[config.mk]
export PLATFORM = sky130hd
export DESIGN_NAME = postfix_expression_evaluator
export DESIGN_NICKNAME = d
export VERILOG_FILES = /design/src/sv/pee_pkg.sv /design/src/sv/postfix_expression_evaluator.sv /design/src/sv/pee_ram.sv /design/src/sv/pee_div.sv /design/src/sv/pee_dp.sv /design/src/sv/pee_ctrl.sv
export SDC_FILE = /design/constraint.sdc
export NUM_CORES = 1
export LEC_CHECK = 0
export ABC_CLOCK_PERIOD_IN_PS = 5300
export BUFFER_PORTS_ARGS = -buffer_cell sky130_fd_sc_hd__buf_2
export CAP_MARGIN = 15
export CORE_UTILIZATION = 40
export CTS_CLUSTER_SIZE = 16
export DETAILED_ROUTE_END_ITERATION = 6
export PLACE_DENSITY_LB_ADDON = 0.15
export SYNTH_ARGS = -nofsm -noshare
export SYNTH_HDL_FRONTEND = slang
export SYNTH_SLANG_ARGS = --single-unit
[constraint.sdc]
create_clock -name clk -period 5.3 [get_ports clk]
set_input_delay 0.53 -clock clk [delete_from_list [all_inputs] [get_ports clk]]
set_output_delay 0.53 -clock clk [all_outputs]
set_load 0.01 [all_outputs]
[src/sv/pee_pkg.sv]
`timescale 1ns / 1ps
// shared types, codes and token decoding for the postfix expression evaluator
// no dependencies; imported by pee_div, pee_dp, pee_ctrl and the top level

package pee_pkg;

  // value width of the operand stack and of the reported top value
  localparam int VALUE_WIDTH     = 16;
  // default stack depth handed down from the top level
  localparam int DEF_STACK_DEPTH = 32;
  // width of the reported stack depth field
  localparam int DEPTH_W         = 6;

  // characters of interest
  localparam logic [7:0] CH_ZERO  = 8'h30;
  localparam logic [7:0] CH_NINE  = 8'h39;
  localparam logic [7:0] CH_PLUS  = 8'h2B;
  localparam logic [7:0] CH_MINUS = 8'h2D;
  localparam logic [7:0] CH_STAR  = 8'h2A;
  localparam logic [7:0] CH_SLASH = 8'h2F;
  localparam logic [7:0] CH_SPACE = 8'h20;
  localparam logic [7:0] CH_TAB   = 8'h09;
  localparam logic [7:0] CH_CR    = 8'h0D;

  typedef logic [VALUE_WIDTH-1:0] value_t;

  typedef enum logic [2:0] {
    ST_OK,
    ST_UNDER,
    ST_DIVZ,
    ST_FULL,
    ST_BADCH
  } status_t;

  typedef enum logic [2:0] {
    TK_DIGIT,
    TK_ADD,
    TK_SUB,
    TK_MUL,
    TK_DIV,
    TK_BLANK,
    TK_BAD
  } tok_t;

  // one input transaction
  typedef struct packed {
    logic [7:0] token_char;
    logic       end_of_expr;
  } in_t;

  // one result transaction
  typedef struct packed {
    logic signed [VALUE_WIDTH-1:0] top_value;
    logic [DEPTH_W-1:0]            stack_depth;
    logic [2:0]                    status;
  } out_t;

  // controller to datapath commands
  typedef struct packed {
    logic    latch;
    logic    push;
    logic    rd_lhs;
    logic    exec;
    logic    start_div;
    logic    take_div;
    logic    wb;
    logic    report;
    status_t code;
  } cmd_t;

  // datapath to controller status
  typedef struct packed {
    tok_t cls;
    logic sp_lt2;
    logic sp_full;
    logic rhs_zero;
    logic div_done;
    logic out_free;
  } stat_t;

  // classify one character
  function automatic tok_t tok_class(input logic [7:0] c);
    tok_t k;
    case (c) inside
      [CH_ZERO:CH_NINE]:        k = TK_DIGIT;
      CH_PLUS:                  k = TK_ADD;
      CH_MINUS:                 k = TK_SUB;
      CH_STAR:                  k = TK_MUL;
      CH_SLASH:                 k = TK_DIV;
      CH_SPACE, [CH_TAB:CH_CR]: k = TK_BLANK;
      default:                  k = TK_BAD;
    endcase
    return k;
  endfunction

endpackage

[src/sv/postfix_expression_evaluator.sv]
`timescale 1ns / 1ps
// postfix (RPN) expression evaluator, top level
// depends on pee_pkg, pee_ctrl, pee_dp (and through it pee_ram, pee_div)
//
//   channel   direction  handshake                 payload
//   token     in         token_valid / token_stall  in_t  (token_char, end_of_expr)
//   result    out        result_valid / result_stall out_t (top_value, stack_depth, status)
//
// one result per token; one token is worked on at a time
// digit, whitespace and error tokens go through decode and report only; + - *
// add execute and write-back; / also waits on the one-bit-per-cycle divider
// reset (rst, synchronous) empties the stack; no clearing pass is needed
// a waiting result does not block the next token, which is taken at once
// and held at its report step until the result register is free

module postfix_expression_evaluator import pee_pkg::*; #(
  parameter int STACK_DEPTH = DEF_STACK_DEPTH
) (
  input  logic clk,
  input  logic rst,
  input  logic token_valid,
  output logic token_stall,
  input  in_t  token,
  output logic result_valid,
  input  logic result_stall,
  output out_t result
);

  cmd_t  cmd;
  stat_t stat;

  pee_ctrl u_ctrl (
    .clk         (clk),
    .rst         (rst),
    .token_valid (token_valid),
    .token_stall (token_stall),
    .stat        (stat),
    .cmd         (cmd)
  );

  pee_dp #(
    .STACK_DEPTH (STACK_DEPTH)
  ) u_dp (
    .clk          (clk),
    .rst          (rst),
    .token        (token),
    .cmd          (cmd),
    .stat         (stat),
    .result       (result),
    .result_valid (result_valid),
    .result_stall (result_stall)
  );

endmodule

[src/sv/pee_ram.sv]
`timescale 1ns / 1ps
// generic single write, single read RAM with registered read data
// no dependencies

module pee_ram #(
  parameter int W     = 16,
  parameter int DEPTH = 32
) (
  input  logic                     clk,
  input  logic                     we,
  input  logic [$clog2(DEPTH)-1:0] waddr,
  input  logic [W-1:0]             wdata,
  input  logic                     re,
  input  logic [$clog2(DEPTH)-1:0] raddr,
  output logic [W-1:0]             rdata
);

  logic [W-1:0] mem [DEPTH];

  // write port and registered read port
  always_ff @(posedge clk) begin
    if (we) begin
      mem[waddr] <= wdata;
    end
    if (re) begin
      rdata <= mem[raddr];
    end
  end

endmodule

[src/sv/pee_div.sv]
`timescale 1ns / 1ps
// signed truncating divider, restoring, one quotient bit per cycle
// depends on pee_pkg

module pee_div import pee_pkg::*; (
  input  logic   clk,
  input  logic   rst,
  input  logic   start,
  input  value_t dividend,
  input  value_t divisor,
  output logic   done,
  output value_t quotient
);

  localparam int CW = $clog2(VALUE_WIDTH);

  logic                 busy;
  logic                 neg;
  logic [CW-1:0]        cnt;
  value_t               rem;
  value_t               quo;
  value_t               dvs;
  value_t               a_mag;
  value_t               b_mag;
  logic [VALUE_WIDTH:0] rem_sh;
  logic [VALUE_WIDTH:0] diff;
  value_t               rem_next;
  value_t               quo_next;

  // operand magnitudes
  assign a_mag = dividend[VALUE_WIDTH-1] ? value_t'(-dividend) : dividend;
  assign b_mag = divisor[VALUE_WIDTH-1]  ? value_t'(-divisor)  : divisor;

  // one restoring step
  always_comb begin
    rem_sh = {rem, quo[VALUE_WIDTH-1]};
    diff   = rem_sh - {1'b0, dvs};
    if (diff[VALUE_WIDTH]) begin
      rem_next = rem_sh[VALUE_WIDTH-1:0];
      quo_next = {quo[VALUE_WIDTH-2:0], 1'b0};
    end else begin
      rem_next = diff[VALUE_WIDTH-1:0];
      quo_next = {quo[VALUE_WIDTH-2:0], 1'b1};
    end
  end

  // control
  always_ff @(posedge clk) begin
    if (rst) begin
      busy <= 1'b0;
      done <= 1'b0;
    end else begin
      done <= 1'b0;
      if (start) begin
        busy <= 1'b1;
      end else if (busy && cnt == '0) begin
        busy <= 1'b0;
        done <= 1'b1;
      end
    end
  end

  // iteration registers and sign fix on the last step
  always_ff @(posedge clk) begin
    if (start) begin
      rem <= '0;
      quo <= a_mag;
      dvs <= b_mag;
      neg <= dividend[VALUE_WIDTH-1] ^ divisor[VALUE_WIDTH-1];
      cnt <= CW'(VALUE_WIDTH - 1);
    end else if (busy) begin
      rem <= rem_next;
      quo <= quo_next;
      cnt <= cnt - 1'b1;
      if (cnt == '0) begin
        quotient <= neg ? value_t'(-quo_next) : quo_next;
      end
    end
  end

endmodule

[src/sv/pee_dp.sv]
`timescale 1ns / 1ps
// datapath: token register, stack pointer, top-of-stack cache, operand RAM,
// ALU, divider and result register; depends on pee_pkg, pee_ram, pee_div

module pee_dp import pee_pkg::*; #(
  parameter int STACK_DEPTH = DEF_STACK_DEPTH
) (
  input  logic  clk,
  input  logic  rst,
  input  in_t   token,
  input  cmd_t  cmd,
  output stat_t stat,
  output out_t  result,
  output logic  result_valid,
  input  logic  result_stall
);

  localparam int SPW = $clog2(STACK_DEPTH + 1);
  localparam int AW  = $clog2(STACK_DEPTH);

  logic [7:0]             tok;
  logic                   last;
  logic [SPW-1:0]         sp;
  logic [SPW-1:0]         sp_m2;
  value_t                 top;
  value_t                 res;
  value_t                 lhs;
  value_t                 digit;
  value_t                 div_q;
  logic                   div_done;
  logic [2*VALUE_WIDTH-1:0] prod;
  tok_t                   cls;
  logic                   ram_we;
  logic [AW-1:0]          ram_waddr;
  value_t                 ram_wdata;

  assign cls   = tok_class(tok);
  assign sp_m2 = sp - SPW'(2);
  assign digit = VALUE_WIDTH'(tok[3:0]);
  assign prod  = lhs * top;

  // status towards the controller
  assign stat.cls      = cls;
  assign stat.sp_lt2   = sp < SPW'(2);
  assign stat.sp_full  = sp >= SPW'(STACK_DEPTH);
  assign stat.rhs_zero = top == '0;
  assign stat.div_done = div_done;
  assign stat.out_free = !result_valid || !result_stall;

  // operand stack memory, all entries; the top entry is also kept in top
  assign ram_we    = cmd.push || cmd.wb;
  assign ram_waddr = cmd.push ? sp[AW-1:0] : sp_m2[AW-1:0];
  assign ram_wdata = cmd.push ? digit : res;

  pee_ram #(
    .W     (VALUE_WIDTH),
    .DEPTH (STACK_DEPTH)
  ) u_ram (
    .clk   (clk),
    .we    (ram_we),
    .waddr (ram_waddr),
    .wdata (ram_wdata),
    .re    (cmd.rd_lhs),
    .raddr (sp_m2[AW-1:0]),
    .rdata (lhs)
  );

  pee_div u_div (
    .clk      (clk),
    .rst      (rst),
    .start    (cmd.start_div),
    .dividend (lhs),
    .divisor  (top),
    .done     (div_done),
    .quotient (div_q)
  );

  // stack pointer and result valid
  always_ff @(posedge clk) begin
    if (rst) begin
      sp           <= '0;
      result_valid <= 1'b0;
    end else begin
      if (cmd.push) begin
        sp <= sp + 1'b1;
      end else if (cmd.wb) begin
        sp <= sp - 1'b1;
      end else if (cmd.report && last) begin
        sp <= '0;
      end
      if (cmd.report) begin
        result_valid <= 1'b1;
      end else if (!result_stall) begin
        result_valid <= 1'b0;
      end
    end
  end

  // payload registers
  always_ff @(posedge clk) begin
    if (cmd.latch) begin
      tok  <= token.token_char;
      last <= token.end_of_expr;
    end
    if (cmd.exec) begin
      case (cls)
        TK_ADD:  res <= lhs + top;
        TK_SUB:  res <= lhs - top;
        TK_MUL:  res <= prod[VALUE_WIDTH-1:0];
        default: res <= res;
      endcase
    end else if (cmd.take_div) begin
      res <= div_q;
    end
    if (cmd.push) begin
      top <= digit;
    end else if (cmd.wb) begin
      top <= res;
    end
    if (cmd.report) begin
      result.top_value   <= (sp == '0) ? '0 : $signed(top);
      result.stack_depth <= DEPTH_W'(sp);
      result.status      <= cmd.code;
    end
  end

  // checks
  a_wb_two: assert property (@(posedge clk) disable iff (rst)
    cmd.wb |-> sp >= SPW'(2))
    else $error("write-back with fewer than two entries");
  a_sp_range: assert property (@(posedge clk) disable iff (rst)
    sp <= SPW'(STACK_DEPTH))
    else $error("stack pointer beyond depth");
  a_report_valid: assert property (@(posedge clk) disable iff (rst)
    cmd.report |=> result_valid)
    else $error("report did not raise result valid");
  a_push_room: assert property (@(posedge clk) disable iff (rst)
    cmd.push |-> !stat.sp_full)
    else $error("push on a full stack");

endmodule

[src/sv/pee_ctrl.sv]
`timescale 1ns / 1ps
// controller state machine: sequences decode, operand read, execute or
// divide, write-back and report; depends on pee_pkg

module pee_ctrl import pee_pkg::*; (
  input  logic  clk,
  input  logic  rst,
  input  logic  token_valid,
  output logic  token_stall,
  input  stat_t stat,
  output cmd_t  cmd
);

  typedef enum logic [2:0] {
    S_IDLE,
    S_DECODE,
    S_WAIT,
    S_DIV,
    S_WB,
    S_REPORT
  } state_t;

  state_t  state;
  status_t code;
  logic    is_op;

  assign is_op = stat.cls inside {TK_ADD, TK_SUB, TK_MUL, TK_DIV};

  // state and status code
  always_ff @(posedge clk) begin
    if (rst) begin
      state <= S_IDLE;
      code  <= ST_OK;
    end else begin
      case (state)
        S_IDLE: begin
          if (token_valid) begin
            state <= S_DECODE;
          end
        end
        S_DECODE: begin
          state <= S_REPORT;
          if (stat.cls == TK_DIGIT) begin
            code <= stat.sp_full ? ST_FULL : ST_OK;
          end else if (is_op) begin
            if (stat.sp_lt2) begin
              code <= ST_UNDER;
            end else if (stat.cls == TK_DIV && stat.rhs_zero) begin
              code <= ST_DIVZ;
            end else begin
              code  <= ST_OK;
              state <= S_WAIT;
            end
          end else if (stat.cls == TK_BLANK) begin
            code <= ST_OK;
          end else begin
            code <= ST_BADCH;
          end
        end
        S_WAIT: begin
          state <= (stat.cls == TK_DIV) ? S_DIV : S_WB;
        end
        S_DIV: begin
          if (stat.div_done) begin
            state <= S_WB;
          end
        end
        S_WB: begin
          state <= S_REPORT;
        end
        S_REPORT: begin
          if (stat.out_free) begin
            state <= S_IDLE;
          end
        end
        default: begin
          state <= S_IDLE;
        end
      endcase
    end
  end

  assign token_stall = state != S_IDLE;

  // commands to the datapath
  always_comb begin
    cmd.latch     = state == S_IDLE && token_valid;
    cmd.push      = state == S_DECODE && stat.cls == TK_DIGIT && !stat.sp_full;
    cmd.rd_lhs    = state == S_DECODE && is_op && !stat.sp_lt2;
    cmd.exec      = state == S_WAIT && stat.cls != TK_DIV;
    cmd.start_div = state == S_WAIT && stat.cls == TK_DIV;
    cmd.take_div  = state == S_DIV && stat.div_done;
    cmd.wb        = state == S_WB;
    cmd.report    = state == S_REPORT && stat.out_free;
    cmd.code      = code;
  end

endmodule
==> run summary, run 1 <==
* outcome: complete, but fails checks
* failing checks: DRC, setup timing
* clock transition at the registers of the reported paths: 60 ps
* Power Dens Cells: 493 nW/um^2
* detailed-route wire length on metal 1: 36100 um
* vertical extent of the die: 288 um
* endpoint of the worst hold path: u_dp.tok[2]
* row count: 104
* Post-synth EDFFs: 631
* number of global-route vias before repair: 19258
* commonest register cell after synthesis: sky130_fd_sc_hd__edfxtp_1
* standard cell area after detailed placement: 35000 um^2
* Avg Inst Size Synth: 14.9 um^2
* number of distinct library cells after synthesis: 74
* path class of the lowest-slack min-delay path: in -> reg
* Critical Path Sink Type: flip-flop
* Sinks on Clock Net: 678
* share of the cycle needed by the critical path after routing: 105%
* actual transition at the worst max-transition pin: 1190 ps
* Detailed Routing Iterations Pass 1: 7
* Critical Path Max Stage Delay: 550 ps
* number of antenna cells inserted: 0
* Final Skew: 42.3 ps
* async set-or-reset flop fraction in the synthesized netlist: 0%
* worst vdd ir: 0.000629 V
* die extent in x: 288 um
* Data arrival, critical path: 5920 ps
* area of the core region: 80800 um^2
* Port-buffer cells: 39
* Worst Path Required: 5650 ps
* setup slack of the most critical reg-to-reg path: -270 ps
* Max Clk Rate: 180 MHz
* net count after synthesis: 2380
* top-count cell post-synth: sky130_fd_sc_hd__edfxtp_1
* ratio of cells with drive above 1 in the final layout: 23.8%
* HPWL after DPL: 55800 um
* final setup violating endpoints: 4
* sequential fraction of the synthesis area: 60.7%
* startpoint of the most critical setup path: u_dp.u_ram.rdata[6]
* deepest level of the CTS H-tree: 3
* Worst Hold Path Cells: 1
* list of cells traversed by the critical path: buf_4, and2_1, fa_1, inv_1, fa_1, fa_1, fa_1, inv_1, fa_1, inv_2, fa_1, inv_2, ha_4, nand3_2, nand2_2, o31a_1, o21a_1, or3_1, a211oi_2, a211oi_2
* buffer levels on the longest clock path: 3
* first-pass GRT wire length: 126000 um
* area share of the largest cell type after synthesis: 57.8%
* crit path max fanout: 5
* final design instance area without fill: 37900 um^2
* element type at the critical path start: flip-flop
* Congestion Overflow GR: 0
* Hold-fix buffers, CTS: 0
* CTS tree: yes
* remaining routing DRC violations: 2
* number of synthesized register bits: 678
* Area contributors post-synth: sky130_fd_sc_hd__edfxtp_1 58%, sky130_fd_sc_hd__mux4_2 11%, sky130_fd_sc_hd__fa_1 5.0%
* MaxCap Viol Count: 0
* overall via count from detail_route: 18748
* largest net degree at the start of global routing: 78
* total length of routed met2 wires: 43300 um
* Post-Syn Instances: 2194
* highest metal layer with signal wires: met5
* final worst setup slack: -267 ps
* library cell contributing the largest single delay on the critical path: sky130_fd_sc_hd__fa_1
* dominant cell type by area after synthesis: sky130_fd_sc_hd__edfxtp_1
* library cell used as clock root buffer: sky130_fd_sc_hd__clkbuf_16
* fin cells: 3481
* critical path type: reg -> reg
* via density per instance: 5.39
* LEAKAGE: 13.4 nW
* worst r2r path cells: 20
* Total Routing Usage GR: 20.9%
* wire length on met3: 4290 um
* launch instance of the worst min-delay path: token[3]
* post-detailed-routing wire length: 85200 um
* number of antenna violations at the first check in global routing: 6
* Slew HR: 20.5%
* Initial Utilization: 40.6%
* FF-to-FF End: u_dp.res[14]
* count of final hold-check violations: 0
* Worst path most repeated cell: sky130_fd_sc_hd__fa_1
* count of boundary I/O pins: 40
* residual antenna-violating net count after detailed routing: 0
* final weighted congestion in routability-driven placement: 0.872
* Syn Std Cell Area: 32800 um^2
* number of buffers added by the clock tree synthesis step: 75
* count of final max-slew check failures: 0
* start of the worst register-to-register path: u_dp.u_ram.rdata[6]
* Final Critical Period: 5570 ps
* drt wl/cell: 24.5 um
* placement-stage worst setup slack: -467 ps
* final-stage net count: 2550
* 1st-iter DRT viols: 1391
* layout overhead on the synthesized area: 15.7%
* total chip power: 0.0187 W
* unrepaired setup endpoints after global routing: true
* most used standard cells in the synthesized netlist: 631 x sky130_fd_sc_hd__edfxtp_1, 207 x sky130_fd_sc_hd__nand2_1, 160 x sky130_fd_sc_hd__mux4_2
* Skew-Pair Late Insertion Delay: 640 ps
* count of warnings emitted by yosys: 0
* number of instances in the placed design: 3316
* Die ar.: 83100 um^2
[per-layer routing]
metal,global-route usage [%],vias up
met4,4.37,4
met1,27.8,9746
met2,36.1,444
met3,3.33,106
met5,0,-
li1,-,8448
[critical path: cells and delay by family, from the launching register on]
family	cells	cell delay, ps
DFF	1	380
adders and majority gates	7	3230
and+or+nand+nor	4	600
AOI/OAI and AO/OA	4	740
buffers and inverters	5	370
[where the power goes]
part,switching [W],internal (W),leakage (nW),total [W]
clock,0.00214,0.00284,1.14,0.00498
combinational,0.00390,0.00366,6.20,0.00756
sequential,0.000174,0.00598,6.08,0.00616
[metrics by stage]
step	utilization [%]	hold WS (ps)	TNS, ps
finish	47.0	71.7	-715
global route	47.0	52.6	-1790
CTS	46.6	43.5	-1020
detailed placement	43.4	423	-1820
global placement	43.4	421	-1370
floorplan	-	409	-271
[layout make-up]
type / count / area, um^2
timing repair buffer: 206 / 1650
inverter: 143 / 537
sequential: 678 / 19900
fill: 6995 / 42900
clock buffer: 96 / 1960
clock inverter: 38 / 398
tap: 1060 / 1330
multi-input combinational: 1260 / 12200
[logic make-up after synthesis]
| kind of cell | count (synthesis) | synth area share [%] |
|---|---|---|
| muxes | 193 | 12.1 |
| adders and majority gates | 173 | 8.48 |
| AOI/OAI and AO/OA | 240 | 4.60 |
| xor gates and xnor gates | 119 | 3.22 |
| buffers and inverters | 256 | 3.00 |
| DFF | 678 | 60.7 |
| and+or+nand+nor | 535 | 7.97 |
[cell usage in the layout, fill, tap and decap left out, types with 17 or more instances in the layout]
cell | Yosys | routed
sky130_fd_sc_hd__xnor2_1 | 81 | 78
sky130_fd_sc_hd__ha_1 | 91 | 80
sky130_fd_sc_hd__inv_1 | 142 | 133
sky130_fd_sc_hd__nor3_1 | 24 | 22
sky130_fd_sc_hd__a21oi_1 | 65 | 61
sky130_fd_sc_hd__o21ai_0 | 74 | 71
sky130_fd_sc_hd__edfxtp_1 | 631 | 631
sky130_fd_sc_hd__clkbuf_1 | 87 | 21
sky130_fd_sc_hd__and2_1 | 96 | 93
sky130_fd_sc_hd__mux2_2 | 17 | 17
sky130_fd_sc_hd__nor2_1 | 101 | 87
sky130_fd_sc_hd__xor2_1 | 36 | 35
sky130_fd_sc_hd__o31ai_1 | 17 | 17
sky130_fd_sc_hd__dfxtp_1 | 47 | 43
sky130_fd_sc_hd__fa_1 | 82 | 78
sky130_fd_sc_hd__nand2_1 | 207 | 203
sky130_fd_sc_hd__clkbuf_16 | 0 | 75
sky130_fd_sc_hd__buf_4 | 3 | 147
sky130_fd_sc_hd__buf_2 | 3 | 39
sky130_fd_sc_hd__mux4_2 | 160 | 160
[flip-flops by register name, indices dropped and copies added, names as in the netlist]
signal / cells
u_ctrl.code: 3
u_ctrl.state: 3
u_dp.res: 16
u_dp.u_div.neg: 1
u_dp.u_ram.mem: 512
u_dp.u_div.busy: 1
u_dp.sp: 6
u_dp.top: 16
u_dp.u_div.dvs: 16
u_dp.result: 25
u_dp.tok: 8
u_dp.u_div.cnt: 4
u_dp.u_div.quo: 16
u_dp.u_div.done: 1
u_dp.last: 1
u_dp.result_valid: 1
u_dp.u_div.rem: 16
u_dp.u_ram.rdata: 16
u_dp.u_div.quotient: 16
[worst max path at each step]
stage	endpoint	cells past startpoint
after floorplan	u_dp.res[14]	20
final	u_dp.res[14]	20
after detailed placement	u_dp.res[15]	20
after global placement	u_dp.res[15]	20
after global routing	u_dp.res[14]	20
after CTS	u_dp.res[15]	21
[repair_timing]
item / CTS / global route
pin swaps: 27 / 20
setup endpoints to repair: 7 / 7
setup buffers: 17 / 5
resized for setup: 25 / 28
No activity file was read; power rests on OpenSTA's default activity.
==> run 2: changes to the inputs <==
--- a/config.mk
+++ b/config.mk
@@ -8,7 +8,7 @@
 export ABC_CLOCK_PERIOD_IN_PS = 5300
 export BUFFER_PORTS_ARGS = -buffer_cell sky130_fd_sc_hd__buf_2
 export CAP_MARGIN = 15
-export CORE_UTILIZATION = 40
+export CORE_UTILIZATION = 39
 export CTS_CLUSTER_SIZE = 16
 export DETAILED_ROUTE_END_ITERATION = 6
 export PLACE_DENSITY_LB_ADDON = 0.15
==> run summary, run 2 (synthesis gave the netlist of run 1 again) <==
* outcome: complete, but fails checks, unchanged
* failing checks: setup timing, was DRC, setup timing
* placement-stage worst setup slack: -492 ps, was -467 ps
* relative contribution of sequential cells to total power: 32.3%, was 32.9%
* Critical Path Sink Type: flip-flop, unchanged
* library cell used as clock root buffer: sky130_fd_sc_hd__clkbuf_16, unchanged
* library cell contributing the largest single delay on the critical path: sky130_fd_sc_hd__fa_1, unchanged
* # fillers: 7239, was 6995
* die extent in x: 292 um, was 288 um
* number of global-route vias before repair: 19361, was 19258
* critical path type: reg -> reg, unchanged
* CTS tree: yes, unchanged
* worst r2r path cells: 20, unchanged
* buffer levels on the longest clock path: 3, unchanged
* share of the cycle needed by the critical path after routing: 106%, was 105%
* LEAKAGE: 13.4 nW, about the same
* internal cell power: 0.0127 W, was 0.0125 W
* final setup violating endpoints: 5, was 4
* area taken by multi-input logic gates: 12200 um^2, about the same
* number of instances in the placed design: 3318, was 3316
* most common cell after layout, fill and taps aside: sky130_fd_sc_hd__edfxtp_1, unchanged
* fraction of power consumed by combinational cells: 41.1%, was 40.4%
* remaining routing DRC violations: 0, was 2
* Total Routing Usage GR: 20.5%, was 20.9%
* final worst setup slack: -294 ps, was -267 ps
* Worst path most repeated cell: sky130_fd_sc_hd__fa_1, unchanged
* via density per instance: 5.36, was 5.39
* crit path max fanout: 4, was 5
* vertical extent of the die: 292 um, was 288 um
* total buffers and inverters traversed by the critical path: 3, was 5
* area of all sequential standard cells: 19900 um^2, about the same
* Congestion Overflow GR: 0, unchanged
* Critical Path Max Stage Delay: 570 ps, was 550 ps
* total chip power: 0.0191 W, was 0.0187 W
* Max Clk Rate: 179 MHz, was 180 MHz
* Crit path max-delay family: adder cells, unchanged
* Largest register FFs: 512, unchanged
* number of antenna cells inserted: 0, unchanged
* switching power: 0.00637 W, was 0.00621 W
* standard cell area after detailed placement: 35000 um^2, about the same
* worst vdd ir: 0.000611 V, was 0.000629 V
* number of antenna violations at the first check in global routing: 3, was 6
* 1st-iter DRT viols: 1198, was 1391
* Power Dens Cells: 503 nW/um^2, was 493 nW/um^2
* largest net degree at the start of global routing: 137, was 78
* Initial Utilization: 39.7%, was 40.6%
* largest register by flop count: u_dp.u_ram.mem, unchanged
* MaxCap Viol Count: 0, unchanged
* Hold-fix buffers, CTS: 0, unchanged
* top library cells by usage in the layout, fill and taps aside: 631 x sky130_fd_sc_hd__edfxtp_1, 203 x sky130_fd_sc_hd__nand2_1, 160 x sky130_fd_sc_hd__mux4_2, unchanged
* fin cells: 3486, was 3481
* final weighted congestion in routability-driven placement: 0.854, was 0.872
* HPWL after DPL: 55700 um, was 55800 um
* Sinks on Clock Net: 678, unchanged
* ratio of cells with drive above 1 in the final layout: 23.3%, was 23.8%
* Worst Hold Path Cells: 1, unchanged
* list of cells traversed by the critical path: buf_4, buf_4, nand2_1, fa_1, fa_1, inv_1, ha_2, fa_1, fa_1, fa_1, ha_2, or3_1, a311o_1, a31oi_2, nor2b_1, o21a_1, o41ai_2, xnor2_1, mux2i_1, o21ai_1, was buf_4, and2_1, fa_1, inv_1, fa_1, fa_1, fa_1, inv_1, fa_1, inv_2, fa_1, inv_2, ha_4, nand3_2, nand2_2, o31a_1, o21a_1, or3_1, a211oi_2, a211oi_2
* clock transition at the registers of the reported paths: 60 ps, about the same
* registers with the most flip-flops: u_dp.u_ram.mem x512, u_dp.result x25, unchanged
* residual antenna-violating net count after detailed routing: 0, unchanged
* area of the core region: 82600 um^2, was 80800 um^2
* element type at the critical path start: flip-flop, unchanged
* Die ar.: 85200 um^2, was 83100 um^2
* share of power burned in the clock network: 26.5%, was 26.6%
* final design instance area without fill: 38000 um^2, was 37900 um^2
* path class of the lowest-slack min-delay path: in -> reg, unchanged
* number of buffers added by the clock tree synthesis step: 75, unchanged
* first-pass GRT wire length: 128000 um, was 126000 um
* Data arrival, critical path: 5900 ps, was 5920 ps
* count of final max-slew check failures: 0, unchanged
* count of final hold-check violations: 0, unchanged
* final-stage net count: 2540, was 2550
* Final Critical Period: 5590 ps, was 5570 ps
* Detailed Routing Iterations Pass 1: 6, was 7
* Critical Path Stages: 20, unchanged
* row count: 105, was 104
* count of boundary I/O pins: 40, unchanged
* unrepaired setup endpoints after global routing: true, unchanged
* Sw Ratio: 33.4%, was 33.2%
* Skew-Pair Late Insertion Delay: 620 ps, was 640 ps
* drt wl/cell: 24.6 um, was 24.5 um
* layout overhead on the synthesized area: 15.8%, was 15.7%
* post-detailed-routing wire length: 85800 um, was 85200 um
* Slew HR: 22.5%, was 20.5%
* actual transition at the worst max-transition pin: 1160 ps, was 1190 ps
* Final Skew: 43.6 ps, was 42.3 ps
* Port-buffer cells: 39, unchanged
* deepest level of the CTS H-tree: 3, unchanged
* overall via count from detail_route: 18688, was 18748
* Worst Path Required: 5610 ps, was 5650 ps
-- run 2: changes by cell type in the layout (fill, tap and decap cells not counted), moves of 3 or more --
cell / before / now
sky130_fd_sc_hd__ha_1: 80 / 83
sky130_fd_sc_hd__inv_1: 133 / 140
sky130_fd_sc_hd__inv_2: 9 / 2
sky130_fd_sc_hd__clkinv_2: 10 / 13
sky130_fd_sc_hd__ha_4: 6 / 2
sky130_fd_sc_hd__buf_4: 147 / 135
sky130_fd_sc_hd__clkbuf_8: 0 / 3
-- run 2: stage by stage --
stage          hold slack (ps)  utilization (%)  setup TNS [ps]
2_1_floorplan              409                -            -271
3_5_place_dp               438             42.4           -1740
5_1_grt                   52.4             45.9           -2320
4_1_cts                   42.0             45.6            -831
6_report                  87.0             45.9            -944
3_3_place_gp               428             42.4           -1520
-- run 2: final timing paths --
path                  startpoint              to  slack, ps
setup reg to reg     u_dp.top[1]    u_dp.res[15]       -290
hold reg to reg   u_ctrl.code[0]  u_dp.result[0]        440
setup / recovery     u_dp.top[1]    u_dp.res[15]       -290
hold / removal          token[3]     u_dp.tok[2]         90
-- run 2: power groups by stage --
stage          Combinational [W]  Sequential (W)  Clock, W
2_1_floorplan            0.00503         0.00615         0
3_3_place_gp             0.00709         0.00628         0
3_5_place_dp             0.00708         0.00629         0
4_1_cts                  0.00780         0.00618   0.00519
5_1_grt                  0.00872         0.00619   0.00539
6_report                 0.00786         0.00617   0.00507
-- run 2: area by class of cell --
| cell class | count | share of cell area [%] |
|---|---|---|
| Sequential cell | 678 | 52.4 |
| Multi-Input combinational cell | 1260 | 32.1 |
| Clock buffer | 100 | 5.27 |
| Timing Repair Buffer | 196 | 4.22 |
| Tap cell | 1070 | 3.53 |
| Inverter | 143 | 1.41 |
| Clock inverter | 39 | 1.08 |
-- run 2: timing repair --
item,in CTS,in global routing
pin swaps,20,13
buffers inserted,15,5
gates resized for setup,37,11
setup endpoints to repair,7,8
-- run 2: routing by layer --
layer	track usage, %	wire (um)
met1	27.1	36700
met2	34.4	42500
met3	3.14	3510
met4	7.39	3140
met5	0	0
==> run 3: changes to the inputs <==
--- a/config.mk
+++ b/config.mk
@@ -11,7 +11,7 @@
 export CORE_UTILIZATION = 39
 export CTS_CLUSTER_SIZE = 16
 export DETAILED_ROUTE_END_ITERATION = 6
-export PLACE_DENSITY_LB_ADDON = 0.15
+export PLACE_DENSITY = 0.59
 export SYNTH_ARGS = -nofsm -noshare
 export SYNTH_HDL_FRONTEND = slang
 export SYNTH_SLANG_ARGS = --single-unit
==> run summary, run 3 (synthesis gave the netlist of run 1 again) <==
* residual antenna-violating net count after detailed routing: 0, unchanged
* post-detailed-routing wire length: 82900 um, was 85800 um
* final worst setup slack: -328 ps, was -294 ps
* deepest level of the CTS H-tree: 3, unchanged
* worst vdd ir: 0.000639 V, was 0.000611 V
* actual transition at the worst max-transition pin: 1180 ps, was 1160 ps
* via density per instance: 5.42, was 5.36
* number of instances in the placed design: 3316, was 3318
* largest register by flop count: u_dp.u_ram.mem, unchanged
* row count: 105, unchanged
* path class of the lowest-slack min-delay path: in -> reg, unchanged
* overall via count from detail_route: 18832, was 18688
* Slew HR: 21.1%, was 22.5%
* vertical extent of the die: 292 um, unchanged
* registers with the most flip-flops: u_dp.u_ram.mem x512, u_dp.result x25, unchanged
* Initial Utilization: 39.7%, unchanged
* first-pass GRT wire length: 124000 um, was 128000 um
* layout overhead on the synthesized area: 15.8%, about the same
* Setup Total Neg Slack: -1290 ps, was -944 ps
* Data arrival, critical path: 5960 ps, was 5900 ps
* placement-stage worst setup slack: -487 ps, was -492 ps
* number of antenna violations at the first check in global routing: 5, was 3
* LEAKAGE: 13.4 nW, about the same
* number of global-route vias before repair: 19476, was 19361
* Worst Path Required: 5630 ps, was 5610 ps
* final setup violating endpoints: 6, was 5
* Power Dens Cells: 507 nW/um^2, was 503 nW/um^2
* Final Critical Period: 5630 ps, was 5590 ps
* Max Clk Rate: 178 MHz, was 179 MHz
* share of the cycle needed by the critical path after routing: 106%, about the same
* end-of-flow core utilization: 45.9%, about the same
* CTS tree: yes, unchanged
* Skew-Pair Late Insertion Delay: 640 ps, was 620 ps
* unrepaired setup endpoints after global routing: true, unchanged
* crit path max fanout: 4, unchanged
* Congestion Overflow GR: 0, unchanged
* Total Routing Usage GR: 19.7%, was 20.5%
* final weighted congestion in routability-driven placement: 0.888, was 0.854
* Port-buffer cells: 39, unchanged
* MaxCap Viol Count: 0, unchanged
* most common cell after layout, fill and taps aside: sky130_fd_sc_hd__edfxtp_1, unchanged
* ratio of cells with drive above 1 in the final layout: 23.6%, was 23.3%
* buffer levels on the longest clock path: 3, unchanged
* Detailed Routing Iterations Pass 1: 7, was 6
* count of final hold-check violations: 0, unchanged
* remaining routing DRC violations: 0, unchanged
* fin cells: 3475, was 3486
* count of boundary I/O pins: 40, unchanged
* largest net degree at the start of global routing: 55, was 137
* Final Skew: 41.1 ps, was 43.6 ps
* number of buffers added by the clock tree synthesis step: 74, was 75
* area of the core region: 82600 um^2, unchanged
* die extent in x: 292 um, unchanged
* element type at the critical path start: flip-flop, unchanged
* HPWL after DPL: 54400 um, was 55700 um
* Critical Path Sink Type: flip-flop, unchanged
* Die ar.: 85200 um^2, unchanged
* 1st-iter DRT viols: 1577, was 1198
* clock transition at the registers of the reported paths: 70 ps, was 60 ps
* Largest register FFs: 512, unchanged
* drt wl/cell: 23.8 um, was 24.6 um
* outcome: complete, but fails checks, unchanged
* worst hold margin: 77.6 ps, was 87.0 ps
* top library cells by usage in the layout, fill and taps aside: 631 x sky130_fd_sc_hd__edfxtp_1, 200 x sky130_fd_sc_hd__nand2_1, 160 x sky130_fd_sc_hd__mux4_2, was 631 x sky130_fd_sc_hd__edfxtp_1, 203 x sky130_fd_sc_hd__nand2_1, 160 x sky130_fd_sc_hd__mux4_2
* Hold-fix buffers, CTS: 0, unchanged
* library cell used as clock root buffer: sky130_fd_sc_hd__clkbuf_16, unchanged
* final-stage net count: 2534, was 2540
* critical path type: reg -> reg, unchanged
* Sinks on Clock Net: 678, unchanged
* failing checks: setup timing, unchanged
* count of final max-slew check failures: 0, unchanged
## run 3: cell count changes in the layout (fill, tap and decap cells not counted), sizes merged, moves of 3 or more
cell | previous run | this run
clkbuf | 100 | 92
buf | 196 | 190
clkinv | 32 | 28
clkinvlp | 0 | 4
bufinv | 5 | 8
## run 3: final cells by class
cell class,count,area (um^2)
Inverter,143,537
Clock inverter,41,524
Timing Repair Buffer,191,1490
Clock buffer,91,1960
Antenna cell,1,2.50
Tap cell,1070,1340
Multi-Input combinational cell,1260,12200
Fill cell,7102,44700
Sequential cell,678,19900
## run 3: layer usage
layer / track usage (%) / part of all wire [%] / wire (um) / vias to the layer above
met5: 0 / 0 / 0 / -
met4: 6.44 / 3.0 / 2480 / 0
met3: 2.65 / 4.7 / 3930 / 130
met2: 33.8 / 50 / 41800 / 528
met1: 25.7 / 42 / 34700 / 9765
li1: - / - / - / 8409
## run 3: timing repair
action                     in CTS  in global routing
cloned                          0                  0
setup endpoints to repair       7                  9
pin swaps                      14                 20
setup buffers                  12                  6
gates resized for setup        20                 37
## run 3: metrics by stage
step	power (W)	cell area [um^2]
after global routing	0.0203	38000
final	0.0192	38000
after global placement	0.0134	35000
after CTS	0.0188	37600
after detailed placement	0.0134	35000
after floorplan	0.0112	32900
## run 3: power by group
part	switching, W	total, W	internal (W)
combinational	0.00406	0.00783	0.00377
sequential	0.000195	0.00618	0.00598
clock	0.00217	0.00522	0.00305
total	0.00642	0.0192	0.0128
## run 3: path summary, 6_finish.rpt
| kind | from | slack [ps] | to | cells after the start |
|---|---|---|---|---|
| min | token[4] | 80 | u_dp.tok[3] | 1 |
| min reg2reg | u_ctrl.code[0] | 440 | u_dp.result[0] | 0 |
| max | u_dp.top[1] | -330 | u_dp.res[15] | 21 |
| max reg2reg | u_dp.top[1] | -330 | u_dp.res[15] | 21 |
## run 3: critical path, cell delays in order, from the launching register on
cell and delay [ps]:
sky130_fd_sc_hd__edfxtp_1 450, sky130_fd_sc_hd__buf_6 130, sky130_fd_sc_hd__nand2_2 50, sky130_fd_sc_hd__fa_1 530
sky130_fd_sc_hd__inv_2 50, sky130_fd_sc_hd__fa_1 560, sky130_fd_sc_hd__ha_1 150, sky130_fd_sc_hd__inv_1 50
sky130_fd_sc_hd__fa_1 450, sky130_fd_sc_hd__fa_1 510, sky130_fd_sc_hd__inv_2 40, sky130_fd_sc_hd__fa_1 450
sky130_fd_sc_hd__ha_2 200, sky130_fd_sc_hd__or3_1 360, sky130_fd_sc_hd__a311o_1 300, sky130_fd_sc_hd__a31oi_2 230
sky130_fd_sc_hd__nor2b_1 70, sky130_fd_sc_hd__o21a_1 210, sky130_fd_sc_hd__o41ai_2 260, sky130_fd_sc_hd__xnor2_1 100
sky130_fd_sc_hd__mux2i_1 130, sky130_fd_sc_hd__o21ai_1 70
